File: config.mk
export PLATFORM = sky130hd
export DESIGN_NAME = gyro_rate_decimator_deadband_core
export DESIGN_NICKNAME = d
export VERILOG_FILES = /design/src/rtl/grdd_pkg.sv /design/src/rtl/grdd_front.sv /design/src/rtl/grdd_accum.sv /design/src/rtl/grdd_post.sv /design/src/rtl/gyro_rate_decimator_deadband_core.sv
export SDC_FILE = /design/constraint.sdc
export NUM_CORES = 2
export LEC_CHECK = 0
export BUFFER_PORTS_ARGS = -buffer_cell sky130_fd_sc_hd__buf_2
export CORE_MARGIN = 3
export CORE_UTILIZATION = 58
export CTS_CLUSTER_DIAMETER = 40
export DETAILED_ROUTE_END_ITERATION = 10
export GPL_TIMING_DRIVEN = 0
export PLACE_DENSITY = 0.83
export SLEW_MARGIN = 30
export SYNTH_ARGS = -nofsm -noshare
export SYNTH_HDL_FRONTEND = slang
export SYNTH_HIERARCHICAL = 1
export SYNTH_SLANG_ARGS = --single-unit
File: constraint.sdc
create_clock -name clock -period 7.2 [get_ports clock]
set_input_delay 0.36 -clock clock [delete_from_list [all_inputs] [get_ports clock]]
set_output_delay 0.36 -clock clock [all_outputs]
set_load 0.05 [all_outputs]
File: src/rtl/grdd_pkg.sv
package grdd_pkg;

   localparam int unsigned AXES       = 3;
   localparam int unsigned RAW_W      = 16;
   localparam int unsigned SUM_W      = 17;
   localparam int unsigned MDPS_W     = 23;
   localparam int unsigned FS_W       = 2;
   localparam int unsigned QUART_W    = 9;
   localparam int unsigned PROD_W     = SUM_W + QUART_W;
   localparam int unsigned CSR_ADDR_W = 3;
   localparam int unsigned CSR_DATA_W = 16;

   typedef logic signed [RAW_W-1:0]  raw_type;
   typedef logic signed [SUM_W-1:0]  sum_type;
   typedef logic signed [MDPS_W-1:0] mdps_type;
   typedef logic        [RAW_W-1:0]  thr_type;
   typedef logic        [FS_W-1:0]   fs_type;
   typedef logic        [QUART_W-1:0] quart_type;

   typedef enum logic [CSR_ADDR_W-1:0] {
      CSR_FULL_SCALE = 3'd0,
      CSR_OFFSET_X   = 3'd1,
      CSR_OFFSET_Y   = 3'd2,
      CSR_OFFSET_Z   = 3'd3,
      CSR_DEADBAND_X = 3'd4,
      CSR_DEADBAND_Y = 3'd5,
      CSR_DEADBAND_Z = 3'd6
   } csr_index_type;

   typedef enum logic [FS_W-1:0] {
      FS_250DPS  = 2'd0,
      FS_500DPS  = 2'd1,
      FS_2000DPS = 2'd2
   } fs_sel_type;

   localparam quart_type QUART_250  = 9'd35;
   localparam quart_type QUART_500  = 9'd70;
   localparam quart_type QUART_2000 = 9'd280;

   // Sensitivity in quarter mdps per digit. The reserved code acts as 250 dps.
   function automatic quart_type quarters(input fs_type fs);
      quart_type q;
      unique case (fs)
         FS_500DPS:  q = QUART_500;
         FS_2000DPS: q = QUART_2000;
         default:    q = QUART_250;
      endcase
      return q;
   endfunction

   // Saturate a 17-bit signed value to the signed 16-bit range.
   function automatic raw_type sat_to_raw(input sum_type v);
      raw_type r;
      if (v[SUM_W-1] != v[SUM_W-2]) begin
         r = v[SUM_W-1] ? {1'b1, {(RAW_W-1){1'b0}}} : {1'b0, {(RAW_W-1){1'b1}}};
      end else begin
         r = v[RAW_W-1:0];
      end
      return r;
   endfunction

endpackage

File: src/rtl/grdd_front.sv
module grdd_front #(
   parameter int unsigned DEC_LOG2 = 2
) (
   input  logic              clock,
   input  logic              reset,
   input  logic              in_valid,
   output logic              in_ready,
   input  grdd_pkg::raw_type raw [grdd_pkg::AXES],
   input  grdd_pkg::raw_type offset [grdd_pkg::AXES],
   output logic              out_valid,
   input  logic              out_ready,
   output grdd_pkg::raw_type quot [grdd_pkg::AXES]
);

   localparam grdd_pkg::sum_type BIAS = grdd_pkg::SUM_W'((2 ** DEC_LOG2) - 1);

   grdd_pkg::sum_type diff    [grdd_pkg::AXES];
   grdd_pkg::raw_type sat_d   [grdd_pkg::AXES];
   grdd_pkg::sum_type biased  [grdd_pkg::AXES];
   grdd_pkg::raw_type quot_in [grdd_pkg::AXES];
   grdd_pkg::raw_type quot_ff [grdd_pkg::AXES];
   logic              valid_ff;

   // Division toward zero: negative values get 2^n - 1 added before the
   // arithmetic shift.
   always_comb begin
      for (int a = 0; a < grdd_pkg::AXES; a++) begin
         diff[a]    = grdd_pkg::SUM_W'(raw[a]) - grdd_pkg::SUM_W'(offset[a]);
         sat_d[a]   = grdd_pkg::sat_to_raw(diff[a]);
         biased[a]  = grdd_pkg::SUM_W'(sat_d[a]) + (sat_d[a][grdd_pkg::RAW_W-1] ? BIAS : '0);
         quot_in[a] = grdd_pkg::RAW_W'(biased[a] >>> DEC_LOG2);
      end
   end

   assign in_ready = !valid_ff || out_ready;

   always_ff @(posedge clock) begin
      if (reset) begin
         valid_ff <= 1'b0;
      end else if (in_ready) begin
         valid_ff <= in_valid;
      end
   end

   always_ff @(posedge clock) begin
      if (in_valid && in_ready) begin
         quot_ff <= quot_in;
      end
   end

   assign out_valid = valid_ff;
   assign quot      = quot_ff;

endmodule

File: src/rtl/grdd_accum.sv
module grdd_accum #(
   parameter int unsigned DEC_LOG2 = 2
) (
   input  logic              clock,
   input  logic              reset,
   input  logic              in_valid,
   output logic              in_ready,
   input  grdd_pkg::raw_type quot [grdd_pkg::AXES],
   output logic              out_valid,
   input  logic              out_ready,
   output grdd_pkg::sum_type total [grdd_pkg::AXES]
);

   localparam int unsigned CNT_W = (DEC_LOG2 > 0) ? DEC_LOG2 : 1;
   localparam logic [CNT_W-1:0] CNT_LAST = CNT_W'((2 ** DEC_LOG2) - 1);

   grdd_pkg::sum_type sum_ff   [grdd_pkg::AXES];
   grdd_pkg::sum_type sum_in   [grdd_pkg::AXES];
   grdd_pkg::sum_type total_ff [grdd_pkg::AXES];
   logic [CNT_W-1:0]  count_ff;
   logic              valid_ff;
   logic              last;
   logic              take;

   always_comb begin
      for (int a = 0; a < grdd_pkg::AXES; a++) begin
         sum_in[a] = sum_ff[a] + grdd_pkg::SUM_W'(quot[a]);
      end
   end

   assign last     = (count_ff == CNT_LAST);
   assign in_ready = !valid_ff || out_ready;
   assign take     = in_valid && in_ready;

   always_ff @(posedge clock) begin
      if (reset) begin
         valid_ff <= 1'b0;
         count_ff <= '0;
         for (int a = 0; a < grdd_pkg::AXES; a++) begin
            sum_ff[a] <= '0;
         end
      end else begin
         if (take) begin
            valid_ff <= last;
            count_ff <= last ? '0 : count_ff + 1'b1;
            for (int a = 0; a < grdd_pkg::AXES; a++) begin
               sum_ff[a] <= last ? '0 : sum_in[a];
            end
         end else if (out_ready) begin
            valid_ff <= 1'b0;
         end
      end
   end

   always_ff @(posedge clock) begin
      if (take && last) begin
         total_ff <= sum_in;
      end
   end

   assign out_valid = valid_ff;
   assign total     = total_ff;

endmodule

File: src/rtl/grdd_post.sv
module grdd_post (
   input  logic               clock,
   input  logic               reset,
   input  logic               in_valid,
   output logic               in_ready,
   input  grdd_pkg::sum_type  total [grdd_pkg::AXES],
   input  grdd_pkg::thr_type  thr [grdd_pkg::AXES],
   input  grdd_pkg::fs_type   full_scale,
   output logic               out_valid,
   input  logic               out_ready,
   output grdd_pkg::raw_type  counts [grdd_pkg::AXES],
   output grdd_pkg::mdps_type mdps [grdd_pkg::AXES]
);

   // Stage A: deadband and saturation.
   logic [grdd_pkg::SUM_W-1:0] sum_mag   [grdd_pkg::AXES];
   grdd_pkg::sum_type          kept      [grdd_pkg::AXES];
   grdd_pkg::raw_type          cnt_in    [grdd_pkg::AXES];
   grdd_pkg::raw_type          cnt_ff    [grdd_pkg::AXES];
   logic                       a_valid_ff;
   logic                       a_ready;

   // Stage B: scaling to mdps.
   logic [grdd_pkg::SUM_W-1:0]  cnt_mag  [grdd_pkg::AXES];
   logic [grdd_pkg::PROD_W-1:0] rounded  [grdd_pkg::AXES];
   grdd_pkg::mdps_type          mdps_in  [grdd_pkg::AXES];
   grdd_pkg::mdps_type          mdps_ff  [grdd_pkg::AXES];
   grdd_pkg::raw_type           cnt_o_ff [grdd_pkg::AXES];
   grdd_pkg::quart_type         quart;
   logic                        b_valid_ff;
   logic                        b_ready;

   always_comb begin
      for (int a = 0; a < grdd_pkg::AXES; a++) begin
         sum_mag[a] = total[a][grdd_pkg::SUM_W-1] ? -total[a] : total[a];
         kept[a]    = (sum_mag[a] >= grdd_pkg::SUM_W'(thr[a])) ? total[a] : '0;
         cnt_in[a]  = grdd_pkg::sat_to_raw(kept[a]);
      end
   end

   // Quarter units keep 8.75 and 17.5 exact; +2 then >>2 rounds half away
   // from zero on the magnitude.
   always_comb begin
      quart = grdd_pkg::quarters(full_scale);
      for (int a = 0; a < grdd_pkg::AXES; a++) begin
         cnt_mag[a] = cnt_ff[a][grdd_pkg::RAW_W-1] ? -grdd_pkg::SUM_W'(cnt_ff[a])
                                                   : grdd_pkg::SUM_W'(cnt_ff[a]);
         rounded[a] = grdd_pkg::PROD_W'(cnt_mag[a]) * grdd_pkg::PROD_W'(quart)
                    + grdd_pkg::PROD_W'(2);
         mdps_in[a] = cnt_ff[a][grdd_pkg::RAW_W-1]
                    ? -grdd_pkg::MDPS_W'(rounded[a] >> 2)
                    :  grdd_pkg::MDPS_W'(rounded[a] >> 2);
      end
   end

   assign b_ready  = !b_valid_ff || out_ready;
   assign a_ready  = !a_valid_ff || b_ready;
   assign in_ready = a_ready;

   always_ff @(posedge clock) begin
      if (reset) begin
         a_valid_ff <= 1'b0;
         b_valid_ff <= 1'b0;
      end else begin
         if (a_ready) begin
            a_valid_ff <= in_valid;
         end
         if (b_ready) begin
            b_valid_ff <= a_valid_ff;
         end
      end
   end

   always_ff @(posedge clock) begin
      if (in_valid && a_ready) begin
         cnt_ff <= cnt_in;
      end
      if (a_valid_ff && b_ready) begin
         cnt_o_ff <= cnt_ff;
         mdps_ff  <= mdps_in;
      end
   end

   assign out_valid = b_valid_ff;
   assign counts    = cnt_o_ff;
   assign mdps      = mdps_ff;

endmodule

File: src/rtl/gyro_rate_decimator_deadband_core.sv
// Three-axis gyro rate decimator with deadband.
// Each req beat carries one raw sample per axis. The zero-rate offset is
// subtracted with saturation, the difference is divided by 2^DECIMATION_LOG2
// toward zero and summed; every 2^DECIMATION_LOG2-th beat produces one rsp
// beat with the dead-banded counts and their value in mdps (8.75, 17.5 or
// 70 mdps per digit, rounded half away from zero).
// Configuration goes through csr_we/csr_addr/csr_wdata, one register per
// write, and should change only while the pipeline is empty.
// Throughput: one req beat per cycle unless rsp_tready stalls the output.
// The pipeline is five registers deep: input, offset/divide, accumulate,
// deadband, mdps scaling, and the rsp beat passes through each in turn.
// Reset clears the sums, the sample counter, all configuration registers and
// all valid flags. When rsp_tready is low the result holds in the output
// register and the stages behind it keep filling; req_tready drops only once
// every stage holds a beat.
module gyro_rate_decimator_deadband_core #(
   parameter int unsigned DECIMATION_LOG2 = 2
) (
   input  logic         clock,
   input  logic         reset,
   // req_tdata: raw_x [15:0], raw_y [31:16], raw_z [47:32]
   input  logic         req_tvalid,
   output logic         req_tready,
   input  logic [47:0]  req_tdata,
   // rsp_tdata: rate_x_counts [15:0], rate_y_counts [31:16],
   // rate_z_counts [47:32], rate_x_mdps [70:48], rate_y_mdps [93:71],
   // rate_z_mdps [116:94], zero [119:117]
   output logic         rsp_tvalid,
   input  logic         rsp_tready,
   output logic [119:0] rsp_tdata,
   input  logic         csr_we,
   input  logic [grdd_pkg::CSR_ADDR_W-1:0] csr_addr,
   input  logic [grdd_pkg::CSR_DATA_W-1:0] csr_wdata
);

   grdd_pkg::fs_type   full_scale_ff;
   grdd_pkg::raw_type  offset_ff [grdd_pkg::AXES];
   grdd_pkg::thr_type  thr_ff    [grdd_pkg::AXES];

   grdd_pkg::raw_type  raw_ff    [grdd_pkg::AXES];
   logic               in_valid_ff;

   logic               front_ready;
   logic               front_valid;
   grdd_pkg::raw_type  quot      [grdd_pkg::AXES];
   logic               accum_ready;
   logic               accum_valid;
   grdd_pkg::sum_type  total     [grdd_pkg::AXES];
   logic               post_ready;
   grdd_pkg::raw_type  counts    [grdd_pkg::AXES];
   grdd_pkg::mdps_type mdps      [grdd_pkg::AXES];

   always_ff @(posedge clock) begin
      if (reset) begin
         full_scale_ff <= '0;
         for (int a = 0; a < grdd_pkg::AXES; a++) begin
            offset_ff[a] <= '0;
            thr_ff[a]    <= '0;
         end
      end else if (csr_we) begin
         unique case (csr_addr)
            grdd_pkg::CSR_FULL_SCALE: full_scale_ff <= csr_wdata[grdd_pkg::FS_W-1:0];
            grdd_pkg::CSR_OFFSET_X:   offset_ff[0]  <= csr_wdata;
            grdd_pkg::CSR_OFFSET_Y:   offset_ff[1]  <= csr_wdata;
            grdd_pkg::CSR_OFFSET_Z:   offset_ff[2]  <= csr_wdata;
            grdd_pkg::CSR_DEADBAND_X: thr_ff[0]     <= csr_wdata;
            grdd_pkg::CSR_DEADBAND_Y: thr_ff[1]     <= csr_wdata;
            grdd_pkg::CSR_DEADBAND_Z: thr_ff[2]     <= csr_wdata;
            default: ;
         endcase
      end
   end

   assign req_tready = !in_valid_ff || front_ready;

   always_ff @(posedge clock) begin
      if (reset) begin
         in_valid_ff <= 1'b0;
      end else if (req_tready) begin
         in_valid_ff <= req_tvalid;
      end
   end

   always_ff @(posedge clock) begin
      if (req_tvalid && req_tready) begin
         raw_ff[0] <= req_tdata[15:0];
         raw_ff[1] <= req_tdata[31:16];
         raw_ff[2] <= req_tdata[47:32];
      end
   end

   grdd_front #(
      .DEC_LOG2 (DECIMATION_LOG2)
   ) u_front (
      .clock     (clock),
      .reset     (reset),
      .in_valid  (in_valid_ff),
      .in_ready  (front_ready),
      .raw       (raw_ff),
      .offset    (offset_ff),
      .out_valid (front_valid),
      .out_ready (accum_ready),
      .quot      (quot)
   );

   grdd_accum #(
      .DEC_LOG2 (DECIMATION_LOG2)
   ) u_accum (
      .clock     (clock),
      .reset     (reset),
      .in_valid  (front_valid),
      .in_ready  (accum_ready),
      .quot      (quot),
      .out_valid (accum_valid),
      .out_ready (post_ready),
      .total     (total)
   );

   grdd_post u_post (
      .clock      (clock),
      .reset      (reset),
      .in_valid   (accum_valid),
      .in_ready   (post_ready),
      .total      (total),
      .thr        (thr_ff),
      .full_scale (full_scale_ff),
      .out_valid  (rsp_tvalid),
      .out_ready  (rsp_tready),
      .counts     (counts),
      .mdps       (mdps)
   );

   assign rsp_tdata = {3'b000, mdps[2], mdps[1], mdps[0], counts[2], counts[1], counts[0]};

endmodule
==> impl_metrics.env <==
export IMPL_detailed_place_hpwl_um=76000
export IMPL_layout_cells_most_common_list="sky130_fd_sc_hd__inv_1, sky130_fd_sc_hd__edfxtp_1, sky130_fd_sc_hd__ha_1, sky130_fd_sc_hd__nand2_1, sky130_fd_sc_hd__fa_1"
export IMPL_highest_delay_cell_along_the_critical_path="sky130_fd_sc_hd__or4_4"
export IMPL_critical_path_startpoint_type="register"
export IMPL_path_delay_family="simple AND/OR/NAND/NOR gates"
export IMPL_final_cell_area_um2=47200
export IMPL_yosys_most_used_dff="sky130_fd_sc_hd__edfxtp_1"
export IMPL_global_route_met2_usage_pct=45.8
export IMPL_required_ps=7550
export IMPL_ys_async_sr_fraction_pct=0
export IMPL_total_number_of_vias=31300
export IMPL_htree_levels=3
export IMPL_drt_wl_total_um=102000
export IMPL_die_height_um=271
export IMPL_drc=0
export IMPL_design_portCount=194
export IMPL_num_nets_final=5245
export IMPL_fmax_mhz=139
export IMPL_fin_worst_skew_ps=22.8
export IMPL_final_antenna_net_count=0
export IMPL_grt_max_degree=52
export IMPL_fin_tns_setup_ps=0
export IMPL_first_drt_iteration_drcs=2588
export IMPL_place_congestion=0.940
export IMPL_placement_rows=96
export IMPL_ys_warn_count=6
export IMPL_drt_wirelength_per_cell_um=18.3
export IMPL_synth_top_area_share_pct=26.5
export IMPL_min_period_over_period_pct=99.6
export IMPL_cts_made_buffers=74
export IMPL_clock_insertion_delay_worst_skew_ps=620
export IMPL_antenna_found_initial=4
export IMPL_grt_first_pass_wirelength_um=160000
export IMPL_clk_path_buf_depth=3
export IMPL_final_common_cell="sky130_fd_sc_hd__inv_1"
export IMPL_placed_cell_area_um2=43200
export IMPL_global_route_usage_met3_pct=4.69
export IMPL_yosysSeqAreaShare_pct=31.7
export IMPL_crit_buf_inv=4
export IMPL_gr_max_usage_layer="met2"
export IMPL_rsz0062_at_grt="yes"
export IMPL_diodes=0
export IMPL_worst_path_max_fanout=5
export IMPL_buffer_ports_inserted=190
export IMPL_number_of_enable_flip_flop_cells_after_synthesis=360
export IMPL_netlist_area_um2=40700
export IMPL_grt_util_met1_pct=34.0
export IMPL_reported_leakage_power_nw=20.9
export IMPL_cts_tree="yes"
export IMPL_area_growth_synth_to_final_pct=15.9
export IMPL_timing_critical_path_cells="or4_4, or4_4, nor3_4, nor2_2, xor2_2, buf_4, nand2b_1, fa_1, inv_1, fa_1, fa_1, inv_1, fa_1, inv_1, ha_4, and3_1, and2_1, a22oi_2, nor2b_2, xnor2_1, or2_2, or4_4, o41ai_4, xor2_1"
export IMPL_cp_slowest_stage_delay_ps=590
export IMPL_drv_cap=0
export IMPL_hold_viol=0
export IMPL_initial_core_util_pct=59.0
export IMPL_arrival_ps=7520
export IMPL_finalHoldWorstSlack_ps=66.7
export IMPL_netlist_instances=4178
export IMPL_maxSlewViolCount=0
export IMPL_run_status="complete, no violations"
export IMPL_post_synth_top_area_cell="sky130_fd_sc_hd__edfxtp_1"
export IMPL_cts_reportedPaths_clkPinSlew_ps=50
export IMPL_drive_gt1_share_pct=13.5
export IMPL_drtPass1Iterations=6
export IMPL_floorplan_core_area_um2=69100
export IMPL_netlist_cell_type_count=102
export IMPL_die_x_um=271
export IMPL_max_slew_margin_rel_pct=34.2
export IMPL_min_path_type="input pin to register"
export IMPL_clock_sinks=465
export IMPL_clock_root_buffer="sky130_fd_sc_hd__clkbuf_16"
export IMPL_floorplan_die_area_um2=73400
export IMPL_critPathCaptureType="register"
export IMPL_synthTopCellsByArea="sky130_fd_sc_hd__edfxtp_1, sky130_fd_sc_hd__fa_1, sky130_fd_sc_hd__ha_1, sky130_fd_sc_hd__inv_1, sky130_fd_sc_hd__dfxtp_1"
export IMPL_setup_viol_count_final=0
export IMPL_syn_avg_cell_area_um2=9.75
export IMPL_path_common_cell="sky130_fd_sc_hd__fa_1"
export IMPL_final_min_clock_period_ps=7170
export IMPL_grt_overflow_total=0
export IMPL_grt_pass1_vias=31300
export IMPL_total_routing_resource_utilization_after_global_routing_pct=27.0
export IMPL_ir_worst_vdd_uv=256
export IMPL_synth_seq_cells=465
export IMPL_via_per_inst=5.65
export IMPL_path_class="register to register"
export IMPL_worstMarginPinSlew_ps=986
export IMPL_p_per_area_nw_per_um2=195
==> worst min-delay path, stage by stage <==
cell and delay [ps]:
sky130_fd_sc_hd__buf_2 120, sky130_fd_sc_hd__inv_1 70, sky130_fd_sc_hd__a21oi_1 70
==> path summary, 6_finish.rpt <==
kind,startpoint,endpoint,slack (ps),cells past startpoint
min reg2reg,in_valid_ff$_SDFFE_PP0P_,u_front/out_valid$_SDFFE_PP0N_,460,2
max,u_post/cnt_ff[8]$_DFFE_PP_,u_post/mdps[21]$_DFFE_PP_,30,24
min,req_tvalid,in_valid_ff$_SDFFE_PP0P_,70,3
max reg2reg,u_post/cnt_ff[8]$_DFFE_PP_,u_post/mdps[21]$_DFFE_PP_,30,24
==> layer usage <==
layer  vias up  part of all wire (%)
met2      1108                    48
met3       244                   6.4
met1     15000                    41
li1      15000                     -
met4         0                   4.3
met5         -                     0
==> cell type report <==
class                   count  area [µm²]
fillers                  4983       21900
multi-input cells        2966       25700
inverters                 630        2370
flip-flops and latches    465       12900
plain buffers             125         622
clock inverters            48         425
repair buffers            297        2010
well taps                 931        1160
clock buffers              88        1970
==> stage by stage <==
step	setup WS (ps)	utilization [%]	total power, mW	std cells
5_1_grt	-236	68.3	9.67	5550
3_5_place_dp	-557	62.5	5.61	5328
4_1_cts	7.81	67.2	9.09	5532
6_report	26.3	68.3	9.20	5550
3_3_place_gp	-1350	62.2	5.53	5320
2_1_floorplan	150	-	5.08	4199
==> cells by family (layout without fill, tap and decap cells) <==
kind of cell / Yosys count / after routing / synth area share, %
multiplexers: 125 / 125 / 3.08
buffers and inverters: 768 / 1188 / 7.36
AO/OA/AOI/OAI: 730 / 730 / 11.8
flip-flops: 465 / 465 / 31.7
adder cells (fa/ha/maj): 639 / 639 / 24.2
XOR/XNOR: 318 / 318 / 6.87
other: 3 / 24 / 0.0276
AND/OR/NAND/NOR: 1130 / 1130 / 14.9
==> Yosys cell counts, drive strengths merged, types with 17 or more instances <==
cell      n
o21ai   176
buf      34
nand2b  215
a31oi    25
and3     25
a211oi   33
o41ai    17
or4      19
a21o     74
maj3     25
o31ai    46
or3      31
o21bai   22
o21a     34
mux2i   122
inv     629
edfxtp  360
or2      31
dfxtp   105
xnor2   215
and2    126
xor2    103
fa      258
nand3    57
nor2b    60
nand4    31
ha      356
clkbuf  104
nor3     57
a21oi   180
nor2    156
nand2   266
==> power breakdown <==
part | switching [mW] | internal (mW) | total [mW] | leakage, nW
Sequential | 0.0450 | 3.08 | 3.13 | 4.22
Clock | 1.38 | 2.02 | 3.40 | 1.18
Combinational | 1.60 | 1.07 | 2.67 | 15.5
==> flip-flops by register name (all words and copies together) (netlist names) <==
register and cells:
u_front/out_valid 1, u_accum/sum_ff 51, in_valid_ff 1, u_accum/count_ff 2
u_accum/out_valid 1, u_post/mdps 69, raw_ff 48, u_post/a_valid_ff 1
u_accum/total 51, u_post/cnt_ff 48, full_scale_ff 2, u_post/out_valid 1
thr_ff 48, u_post/counts 48, offset_ff 48, u_front/quot 45
==> what timing repair did <==
item / CTS / global route
gates resized for setup: 54 / 140
pin swaps: 5 / 33
hold buffers: 48 / 0
endpoints found under the hold margin: 48 / 0
setup buffers: 22 / 29
setup endpoints to repair: 27 / 41
(Power assumes the default switching activity.)
